==> config.mk <==
export PLATFORM = sky130hd
export DESIGN_NAME = calendar_date_to_epoch_seconds
export DESIGN_NICKNAME = d
export VERILOG_FILES = /design/src/hdl/cdte_pkg.sv /design/src/hdl/cdte_year_stage.sv /design/src/hdl/cdte_day_stage.sv /design/src/hdl/cdte_scale_stage.sv /design/src/hdl/calendar_date_to_epoch_seconds.sv
export SDC_FILE = /design/constraint.sdc
export NUM_CORES = 1
export LEC_CHECK = 0
export CAP_MARGIN = 20
export CORE_MARGIN = 2
export CORE_UTILIZATION = 40
export DETAILED_ROUTE_END_ITERATION = 8
export DONT_BUFFER_PORTS = 1
export HOLD_SLACK_MARGIN = 0.02
export SYNTH_ARGS = -nofsm -noshare
export SYNTH_HDL_FRONTEND = slang
export SYNTH_SLANG_ARGS = --single-unit
==> constraint.sdc <==
create_clock -name clk -period 16.05 [get_ports clk]
set_input_delay 4.0125 -clock clk [delete_from_list [all_inputs] [get_ports clk]]
set_output_delay 4.0125 -clock clk [all_outputs]
set_load 0.05 [all_outputs]
==> src/hdl/cdte_pkg.sv <==
`timescale 1ns / 1ps
`default_nettype none
package cdte_pkg;

	localparam logic [11:0] EPOCH_YEAR   = 12'd1970;
	localparam logic [3:0]  MONTH_MAX    = 4'd12;
	// Leap days in years 1..1969
	localparam logic [31:0] LEAPS_BASE   = 32'd477;
	// floor(n / 100) = (n * 5243) >> 19, exact for n < 4096
	localparam logic [24:0] DIV100_MUL   = 25'd5243;
	localparam int          DIV100_SHIFT = 19;
	localparam logic [31:0] SECS_PER_DAY  = 32'd86400;
	localparam logic [16:0] SECS_PER_HOUR = 17'd3600;
	localparam logic [16:0] SECS_PER_MIN  = 17'd60;

	typedef struct packed {
		logic        ok;
		logic [11:0] yr;
		logic [11:0] n;     // yr - 1
		logic [5:0]  q_n;   // n / 100
		logic [5:0]  q_y;   // yr / 100
		logic [3:0]  mon;
		logic [4:0]  mday;
		logic [4:0]  hr;
		logic [5:0]  mins;
		logic [5:0]  secs;
	} s1_t;

	typedef struct packed {
		logic        ok;
		logic [31:0] days;
		logic [16:0] hms;
	} s2_t;

	typedef struct packed {
		logic        ok;
		logic [31:0] prod;
		logic [16:0] hms;
	} s3_t;

	// Days before the given month in a normal year; leap day added after February
	function automatic logic [8:0] days_before_month(input logic leap, input logic [3:0] mon);
		logic [8:0] base;
		begin
			case (mon)
				4'd1:    base = 9'd0;
				4'd2:    base = 9'd31;
				4'd3:    base = 9'd59;
				4'd4:    base = 9'd90;
				4'd5:    base = 9'd120;
				4'd6:    base = 9'd151;
				4'd7:    base = 9'd181;
				4'd8:    base = 9'd212;
				4'd9:    base = 9'd243;
				4'd10:   base = 9'd273;
				4'd11:   base = 9'd304;
				4'd12:   base = 9'd334;
				default: base = 9'd0;
			endcase
			if (leap && (mon > 4'd2)) begin
				base = base + 9'd1;
			end
			return base;
		end
	endfunction

endpackage
`default_nettype wire

==> src/hdl/cdte_year_stage.sv <==
`timescale 1ns / 1ps
`default_nettype none
module cdte_year_stage (
	input  wire logic         clk,
	input  wire logic         en,
	input  wire logic [5:0]   second,
	input  wire logic [5:0]   minute,
	input  wire logic [4:0]   hour,
	input  wire logic [4:0]   day_of_month,
	input  wire logic [3:0]   month,
	input  wire logic [11:0]  year,
	output cdte_pkg::s1_t     data_s1
);
	import cdte_pkg::*;

	logic [11:0] n;
	logic [24:0] prod_n;
	logic [24:0] prod_y;
	s1_t         nxt;

	always_comb begin
		n      = year - 12'd1;
		prod_n = 25'(n) * DIV100_MUL;
		prod_y = 25'(year) * DIV100_MUL;
		nxt.ok   = (month != 4'd0) && (month <= MONTH_MAX) && (year >= EPOCH_YEAR);
		nxt.yr   = year;
		nxt.n    = n;
		nxt.q_n  = prod_n[DIV100_SHIFT +: 6];
		nxt.q_y  = prod_y[DIV100_SHIFT +: 6];
		nxt.mon  = month;
		nxt.mday = day_of_month;
		nxt.hr   = hour;
		nxt.mins = minute;
		nxt.secs = second;
	end

	always_ff @(posedge clk) begin
		if (en) begin
			data_s1 <= nxt;
		end
	end

endmodule
`default_nettype wire

==> src/hdl/cdte_day_stage.sv <==
`timescale 1ns / 1ps
`default_nettype none
module cdte_day_stage (
	input  wire logic          clk,
	input  wire logic          en,
	input  wire cdte_pkg::s1_t data_s1,
	output cdte_pkg::s2_t      data_s2
);
	import cdte_pkg::*;

	logic [11:0] yr_off;
	logic [20:0] y365;
	logic [10:0] leaps_n;
	logic [10:0] leaps_y;
	logic        leap;
	logic [8:0]  dbm;
	s2_t         nxt;

	// Leap count through n is n/4 - n/100 + n/400; it steps exactly at leap years
	always_comb begin
		yr_off  = data_s1.yr - EPOCH_YEAR;
		y365    = 21'(yr_off) * 21'd365;
		leaps_n = 11'(data_s1.n >> 2) - 11'(data_s1.q_n) + 11'(data_s1.q_n >> 2);
		leaps_y = 11'(data_s1.yr >> 2) - 11'(data_s1.q_y) + 11'(data_s1.q_y >> 2);
		leap    = (leaps_y != leaps_n);
		dbm     = days_before_month(leap, data_s1.mon);
		nxt.ok   = data_s1.ok;
		nxt.days = 32'(y365) + 32'(leaps_n) + 32'(dbm) + 32'(data_s1.mday)
			- (LEAPS_BASE + 32'd1);
		nxt.hms  = 17'(data_s1.hr) * SECS_PER_HOUR + 17'(data_s1.mins) * SECS_PER_MIN
			+ 17'(data_s1.secs);
	end

	always_ff @(posedge clk) begin
		if (en) begin
			data_s2 <= nxt;
		end
	end

endmodule
`default_nettype wire

==> src/hdl/cdte_scale_stage.sv <==
`timescale 1ns / 1ps
`default_nettype none
module cdte_scale_stage (
	input  wire logic          clk,
	input  wire logic          en_s3,
	input  wire logic          en_s4,
	input  wire cdte_pkg::s2_t data_s2,
	output cdte_pkg::s3_t      data_s3,
	output logic [31:0]        epoch_s4
);
	import cdte_pkg::*;

	// Product kept modulo 2^32
	always_ff @(posedge clk) begin
		if (en_s3) begin
			data_s3.ok   <= data_s2.ok;
			data_s3.prod <= data_s2.days * SECS_PER_DAY;
			data_s3.hms  <= data_s2.hms;
		end
	end

	always_ff @(posedge clk) begin
		if (en_s4) begin
			epoch_s4 <= data_s3.ok ? (data_s3.prod + 32'(data_s3.hms)) : 32'd0;
		end
	end

endmodule
`default_nettype wire

==> src/hdl/calendar_date_to_epoch_seconds.sv <==
// Calendar date/time to seconds since 1970-01-01 00:00:00 (Gregorian).
//
// Input channel: in_valid/in_ready with second, minute, hour, day_of_month,
// month and year. Output channel: out_valid/out_ready with epoch_seconds.
// A transaction happens on a rising edge with valid and ready both high.
//
// Four register stages: year split (divide by 100 via reciprocal multiply),
// day count (closed-form leap count plus month table), day * 86400, and the
// final add into the output register. Each transaction passes through the
// stage registers in order; out_valid is the valid bit of the last stage, and
// throughput is one transaction per cycle while out_ready stays high.
//
// Month 0 or 13..15, or a year below 1970, gives a result of 0. Day 0 counts
// as one day before day 1; hour/minute/second are unchecked; sums wrap mod 2^32.
//
// Reset (arst_n low) clears all stage valid bits; no result is pending after.
// When out_ready is low the pipeline compacts: empty stages keep filling and
// in_ready drops only once all four stages hold a transaction.
`timescale 1ns / 1ps
`default_nettype none
module calendar_date_to_epoch_seconds (
	input  wire logic         clk,
	input  wire logic         arst_n,
	input  wire logic         in_valid,
	output logic              in_ready,
	input  wire logic [5:0]   second,
	input  wire logic [5:0]   minute,
	input  wire logic [4:0]   hour,
	input  wire logic [4:0]   day_of_month,
	input  wire logic [3:0]   month,
	input  wire logic [11:0]  year,
	output logic              out_valid,
	input  wire logic         out_ready,
	output logic [31:0]       epoch_seconds
);
	import cdte_pkg::*;

	// Stage valid bits
	logic v_s1;
	logic v_s2;
	logic v_s3;
	logic v_s4;

	// Stage advance enables: a stage loads when empty or when it drains
	logic en_s1;
	logic en_s2;
	logic en_s3;
	logic en_s4;

	s1_t data_s1;
	s2_t data_s2;
	s3_t data_s3;

	assign en_s4    = !v_s4 || out_ready;
	assign en_s3    = !v_s3 || en_s4;
	assign en_s2    = !v_s2 || en_s3;
	assign en_s1    = !v_s1 || en_s2;
	assign in_ready = en_s1;
	assign out_valid = v_s4;

	always_ff @(posedge clk or negedge arst_n) begin
		if (!arst_n) begin
			v_s1 <= 1'b0;
			v_s2 <= 1'b0;
			v_s3 <= 1'b0;
			v_s4 <= 1'b0;
		end else begin
			if (en_s1) begin
				v_s1 <= in_valid;
			end
			if (en_s2) begin
				v_s2 <= v_s1;
			end
			if (en_s3) begin
				v_s3 <= v_s2;
			end
			if (en_s4) begin
				v_s4 <= v_s3;
			end
		end
	end

	// Stage 1: range check, n = year - 1, both divides by 100
	cdte_year_stage u_year (
		.clk          (clk),
		.en           (en_s1),
		.second       (second),
		.minute       (minute),
		.hour         (hour),
		.day_of_month (day_of_month),
		.month        (month),
		.year         (year),
		.data_s1      (data_s1)
	);

	// Stage 2: elapsed days and seconds within the day
	cdte_day_stage u_day (
		.clk     (clk),
		.en      (en_s2),
		.data_s1 (data_s1),
		.data_s2 (data_s2)
	);

	// Stages 3 and 4: days * 86400, then add and zero rejected dates
	cdte_scale_stage u_scale (
		.clk      (clk),
		.en_s3    (en_s3),
		.en_s4    (en_s4),
		.data_s2  (data_s2),
		.data_s3  (data_s3),
		.epoch_s4 (epoch_seconds)
	);

	// Back-pressure reaches the input only with every stage occupied
	a_ready_full: assert property (@(posedge clk) disable iff (!arst_n)
		!in_ready |-> (v_s1 && v_s2 && v_s3 && v_s4 && !out_ready))
		else $error("in_ready low with a pipeline bubble");

	// A stalled day-count stage keeps its contents
	a_s2_hold: assert property (@(posedge clk) disable iff (!arst_n)
		(v_s2 && !en_s3) |=> (v_s2 && $stable(data_s2)))
		else $error("stage 2 changed while stalled");

	// Bad month or pre-epoch year is flagged in stage 1
	a_reject_flag: assert property (@(posedge clk) disable iff (!arst_n)
		(in_valid && in_ready && (month == 4'd0 || month > MONTH_MAX || year < EPOCH_YEAR))
		|=> !data_s1.ok)
		else $error("rejected date not flagged");

	// Rejected dates leave as zero
	a_reject_zero: assert property (@(posedge clk) disable iff (!arst_n)
		(v_s3 && !data_s3.ok && en_s4) |=> (out_valid && epoch_seconds == 32'd0))
		else $error("rejected date gave nonzero result");

endmodule
`default_nettype wire

After elaboration in Yosys (flattened, before gate mapping)
Memory sizes are Yosys's and may differ from the RTL's. A register that Yosys moved wholly into a read port is not among the register bits.
Cells that the tools add are included.
{"block": "op_classes", "n_addsub": 14, "n_mul": 6, "magnitude_cmp": 3, "n_eq_ne": 1, "muxes": 2, "reduce_logical": 12}
{"op": "$mul A12 B13 Y25 const B", "count": 2}
{"op": "$add A32 B17 Y32", "count": 1}
{"op": "$add A32 B5 Y32", "count": 1}
{"op": "$add A32 B9 Y32", "count": 1}
{"op": "$mul A32 B10 Y25 const B", "count": 1}
{"op": "$sub A32 B9 Y32 const B", "count": 1}
{"op": "$add A11 B4 Y11", "count": 2}
{"op": "$add A21 B11 Y22", "count": 1}
{"op": "$sub A10 B6 Y11", "count": 2}
{"op": "$mul A12 B9 Y21 const B", "count": 1}
{"op": "$add A17 B12 Y17", "count": 1}
{"op": "$add A17 B6 Y17", "count": 1}
{"op": "$mul A5 B8 Y13 const B", "count": 1}
{"op": "$ge A12 B11 Y1 const B", "count": 1}
{"op": "$sub A12 B1 Y12 const B", "count": 1}
{"op": "$sub A12 B11 Y12 const B", "count": 1}
{"op": "$ne A11 B11 Y1", "count": 1}
{"op": "$mul A6 B4 Y10 const B", "count": 1}
{"op": "$add A9 B1 Y9 const B", "count": 1}
{"op": "$mux W9", "count": 1}
{"op": "$gt A4 B2 Y1 const B", "count": 1}
{"op": "$le A4 B4 Y1 const B", "count": 1}
{"op": "$logic_not A1 Y1", "count": 4}
{"op": "$logic_or A1 B1 Y1", "count": 4}
{"op": "other kinds (3)", "count": 5}
{"block": "word_totals", "register_bits": 192, "mem_bits_ro": 144, "input_bits": 42, "output_inout_bits": 34, "wordCells": 60, "mem_count": 1}
{"memory": "(name not given)", "depth": 16, "width": 9, "read_ports": 1, "rd_clocked_by_memory_dff": 1, "wr": 0, "line_no": "cdte_pkg.sv:45", "text": "case (mon)"}

Logic depth before layout (Yosys ltp)
{"block": "depth", "depth_word": 8, "ltp_mapped": 35, "mapped_depth_nobuf": 35}

Modules after synthesis
Synthesis repeated with hierarchy kept, for this count alone.
{"block": "hier_totals", "cells_unflattened": 2076, "hier_area_um2": 22140.0}
{"module": "cdte_day_stage", "instances": 1, "cells_per_inst": 868, "area_each_um2": 8373.0, "seq_area_each_um2": 1291.2}
{"module": "cdte_year_stage", "instances": 1, "cells_per_inst": 640, "area_each_um2": 7385.8, "seq_area_each_um2": 1891.8}
{"module": "cdte_scale_stage", "instances": 1, "cells_per_inst": 555, "area_each_um2": 6212.2, "seq_area_each_um2": 2252.2}
{"module": "calendar_date_to_epoch_seconds", "instances": 1, "cells_per_inst": 13, "area_each_um2": 168.9, "seq_area_each_um2": 100.1}

Worst setup path before layout
No wires, ideal clock.
{"block": "synth_timing", "kind": "in2out", "start": "input out_ready", "end": "output in_ready", "t_arrival_ns": 6.533, "required_time_ns": 12.037, "setup_slack_ns": 5.504, "cell_stages": 2, "n_path_buf": 0, "cell_sequence": "nor2b_1 > nand4_1"}
{"block": "synth_via", "elab_chain_cells": 4}
{"element": "start, declared", "line_no": "calendar_date_to_epoch_seconds.sv:33", "text": "input wire logic out_ready,"}
{"element": "$logic_or A1 B1 Y1", "line_no": "calendar_date_to_epoch_seconds.sv:54", "text": "assign en_s4 = !v_s4 || out_ready;"}
{"element": "$logic_or A1 B1 Y1", "line_no": "calendar_date_to_epoch_seconds.sv:55", "text": "assign en_s3 = !v_s3 || en_s4;"}
{"element": "$logic_or A1 B1 Y1", "line_no": "calendar_date_to_epoch_seconds.sv:56", "text": "assign en_s2 = !v_s2 || en_s3;"}
{"element": "$logic_or A1 B1 Y1", "line_no": "calendar_date_to_epoch_seconds.sv:57", "text": "assign en_s1 = !v_s1 || en_s2;"}
{"element": "end, declared", "line_no": "calendar_date_to_epoch_seconds.sv:25", "text": "output logic in_ready,"}
No other way between the ends.

==> results.py <==
metrics = {
    "outcome": {
        "status": "completed",
    },
    "grt": {
        "grt_pass1_wl_microns": 72730,
        "grt_pass1_vias": 15004,
        "grt_overflow": 0,
        "grt_antenna_before_repair": 4,
        "grt_max_degree": 64,
        "grt_use_total": 0.1511,
    },
    "place": {
        "gp_congestion": 0.8733,
        "io_buffers": 0,
        "place_hpwl_microns": 37170,
    },
    "drt": {
        "first_pass_iters": 7,
        "routed_wl_microns": 43250,
        "wl_met3_microns": 1497,
        "ant_nets": 0,
        "num_vias": 14603,
        "top_layer_used": "met5",
        "wl_met2_microns": 21630,
        "wl_met1_microns": 19400,
        "initialDrtViolationCount": 614,
        "remaining_drc_errors": 0,
        "wire_per_inst_microns": 14.47,
        "drt-vias-per-instance": 4.886,
    },
    "floorplanning": {
        "io_pins": 76,
        "die_w_microns": 242.2,
        "row_count": 87,
        "start_util": 0.4034,
        "die_y_microns": 242.2,
        "dieArea_sq_mm": 0.05868,
        "core_area_sq_mm": 0.05628,
    },
    "layout": {
        "finalNetCount": 2898,
        "area_growth_pct": 6.829,
        "num_antenna_cells": 0,
        "drive_above_1_share": 0.02821,
        "fillers": 5313,
    },
    "timing": {
        "drv_slew": 0,
        "worst_pin_slew_ns": 0.9406,
        "min_period_ns": 10.49,
        "rsz0062_at_grt": "no",
        "setup_tns_ns": 0,
        "final_hold_viol_count": 0,
        "finalSetupViolations": 0,
        "skew_ns": 0.01546,
        "maxSlewHeadroom": 0.3711,
        "timing.fmax_mhz": 95.36,
        "fin_crit_sh": 0.6533,
    },
    "clock_network": {
        "root_buffer": "clkbuf_16",
        "cts_buffers": 17,
        "post-cts-setup-buffer-count": 0,
        "cts_tree": "done",
        "cts_resized": 0,
        "clk_pin_slew_ns": 0.08,
        "cts_hold_buf": 0,
        "clkLatencyLatePin_ns": 0.45,
        "cts.sinks": 192,
        "clk_path_buf_depth": 2,
        "htreeDepth": 4,
    },
    "synthesis": {
        "synth_cell_types": 74,
        "syn_area_sq_mm": 0.02270,
        "synth_cells": 2213,
        "synth_edf_count": 179,
        "ys_async_sr_fraction": 0.02083,
        "synth_flop_cell": "edfxtp_1",
        "synth_fp_nets": 2891,
        "ys_warn_count": 0,
        "avgSynthCellArea_sq_um": 10.26,
        "ys_seq_area_frac": 0.2491,
        "synth_seq_cells": 192,
    },
    "worst_setup_path": {
        "critPathKind": "input pin to flip-flop",
        "cp-start-kind": "input pin",
        "cp_max_fo": 12,
        "required_ns": 16.23,
        "crit_path_end_kind": "flip-flop",
        "cp.arrival_ns": 10.66,
    },
    "job": {
        "max_cap_violations": 0,
    },
    "worst_hold_path": {
        "hp-class": "flip-flop to flip-flop",
    },
}
## path summary, 6_finish.rpt
check,start,to,slack [ns],cells after the start
max,year[0],u_year.data_s1[37]$_DFFE_PN_,5.56,25
min,u_day.data_s2[13]$_DFFE_PP_,u_scale.data_s3[13]$_DFFE_PP_,0.42,0
max reg2reg,u_year.data_s1[51]$_DFFE_PN_,u_day.data_s2[38]$_DFFE_PP_,7.80,30
min reg2reg,u_day.data_s2[13]$_DFFE_PP_,u_scale.data_s3[13]$_DFFE_PP_,0.42,0
max in group asynchronous,arst_n,v_s2$_DFFE_PN0P_,12.73,0
min in group asynchronous,arst_n,out_valid$_DFFE_PN0P_,3.24,0
## through the flow
| step | instance area [sq um] | cells | hold WS (ns) | util | worst slack, ns |
|---|---|---|---|---|---|
| after floorplan | 22700 | 2213 | 0.4003 | - | 5.504 |
| after global placement | 23610 | 2955 | 0.4028 | 0.4196 | 5.168 |
| after detailed placement | 23610 | 2955 | 0.4045 | 0.4196 | 5.058 |
| after CTS | 24220 | 2987 | 0.4143 | 0.4304 | 5.531 |
| after global routing | 24250 | 2989 | 0.4168 | 0.4309 | 4.886 |
| final | 24250 | 2989 | 0.4152 | 0.4309 | 5.564 |
## area by class of cell
class                      instances  area (sq um)  area share
clock buffer                      17         425.4     0.01754
clock inverter                    15         186.4    0.007687
inverter                         553          2076     0.08559
multi-input combinational       1451         14910      0.6149
sequential                       192          5655      0.2332
tap                              756         945.9     0.03900
timing repair buffer               5         50.05    0.002064
## Yosys cell counts, drive strengths merged, types with 10 or more instances
| library cell | number | share of area |
|---|---|---|
| or3 | 13 | 0.0036 |
| ha | 424 | 0.23 |
| xor2 | 39 | 0.015 |
| o21bai | 23 | 0.0076 |
| nand3 | 28 | 0.0062 |
| a31oi | 12 | 0.0036 |
| nand2 | 60 | 0.0099 |
| nor2 | 79 | 0.013 |
| fa | 212 | 0.19 |
| clkbuf | 15 | 0.0025 |
| nor2b | 19 | 0.0052 |
| a21o | 40 | 0.013 |
| nand2b | 16 | 0.0044 |
| xnor2 | 115 | 0.044 |
| and2 | 14 | 0.0039 |
| o31ai | 10 | 0.0035 |
| nor3 | 26 | 0.0057 |
| a211oi | 13 | 0.0043 |
| edfxtp | 179 | 0.24 |
| nand4 | 15 | 0.0041 |
| a21oi | 98 | 0.022 |
| o21ai | 56 | 0.012 |
| inv | 553 | 0.091 |
| o21a | 17 | 0.0056 |
## layer usage
metal  global-route usage  vias up
met5                    0        -
met4              0.03250        8
met3              0.02969       51
met2               0.2705      183
met1               0.1882     7008
li1                     -     7353
## sequential cells by signal, indices dropped and copies added (netlist names), named ones only
signal            count
u_scale.epoch_s4     32
u_scale.data_s3      43
u_year.data_s1       61
v_s1                  1
out_valid             1
u_day.data_s2        43
v_s2                  1
v_s3                  1
## cell families (layout without fill, tap and decap cells)
family,after synthesis,after routing,synth area share
AOI/OAI and AO/OA,341,341,0.1008
xor gates and xnor gates,156,156,0.06173
adders and majority gates,637,637,0.4211
buffers and inverters,570,590,0.09430
DFF,192,192,0.2491
muxes,13,13,0.005952
and+or+nand+nor,304,304,0.06702
## worst max-delay path, stage by stage
cell and delay (ns):
inv_1 0.18, ha_1 0.22, and3_1 0.19, o21ai_0 0.13
a21boi_0 0.32, nand3_1 0.13, xnor2_1 0.54, inv_1 0.23
fa_1 0.58, inv_1 0.06, fa_1 0.50, inv_1 0.06
fa_1 0.50, fa_1 0.52, fa_1 0.49, ha_1 0.31
o21a_1 0.11, o2111ai_1 0.20, nor2_1 0.08, a31oi_1 0.14
o31ai_1 0.11, nor4b_1 0.51, o31ai_1 0.24, nor4_1 0.21
a311oi_1 0.08
## layout by cell type (no fill, tap or decap), drive strengths merged, types with 8 or more instances in the layout
master and n:
inv 560, ha 424, fa 212, edfxtp 179, xnor2 115, a21oi 98
nor2 79, nand2 60, o21ai 56, a21o 40, xor2 39, nand3 28
nor3 26, o21bai 23, nor2b 19, o21a 17, clkbuf 17, nand2b 16
nand4 15, and2 14, a211oi 13, or3 13, a31oi 12, o31ai 10
mux2i 9, dfxtp 9, and3 8, or2 8, a2111oi 8
Power is left out: the tool's default activity adds up to more than one toggle a clock period on the data nets, which glitch-free logic cannot reach.
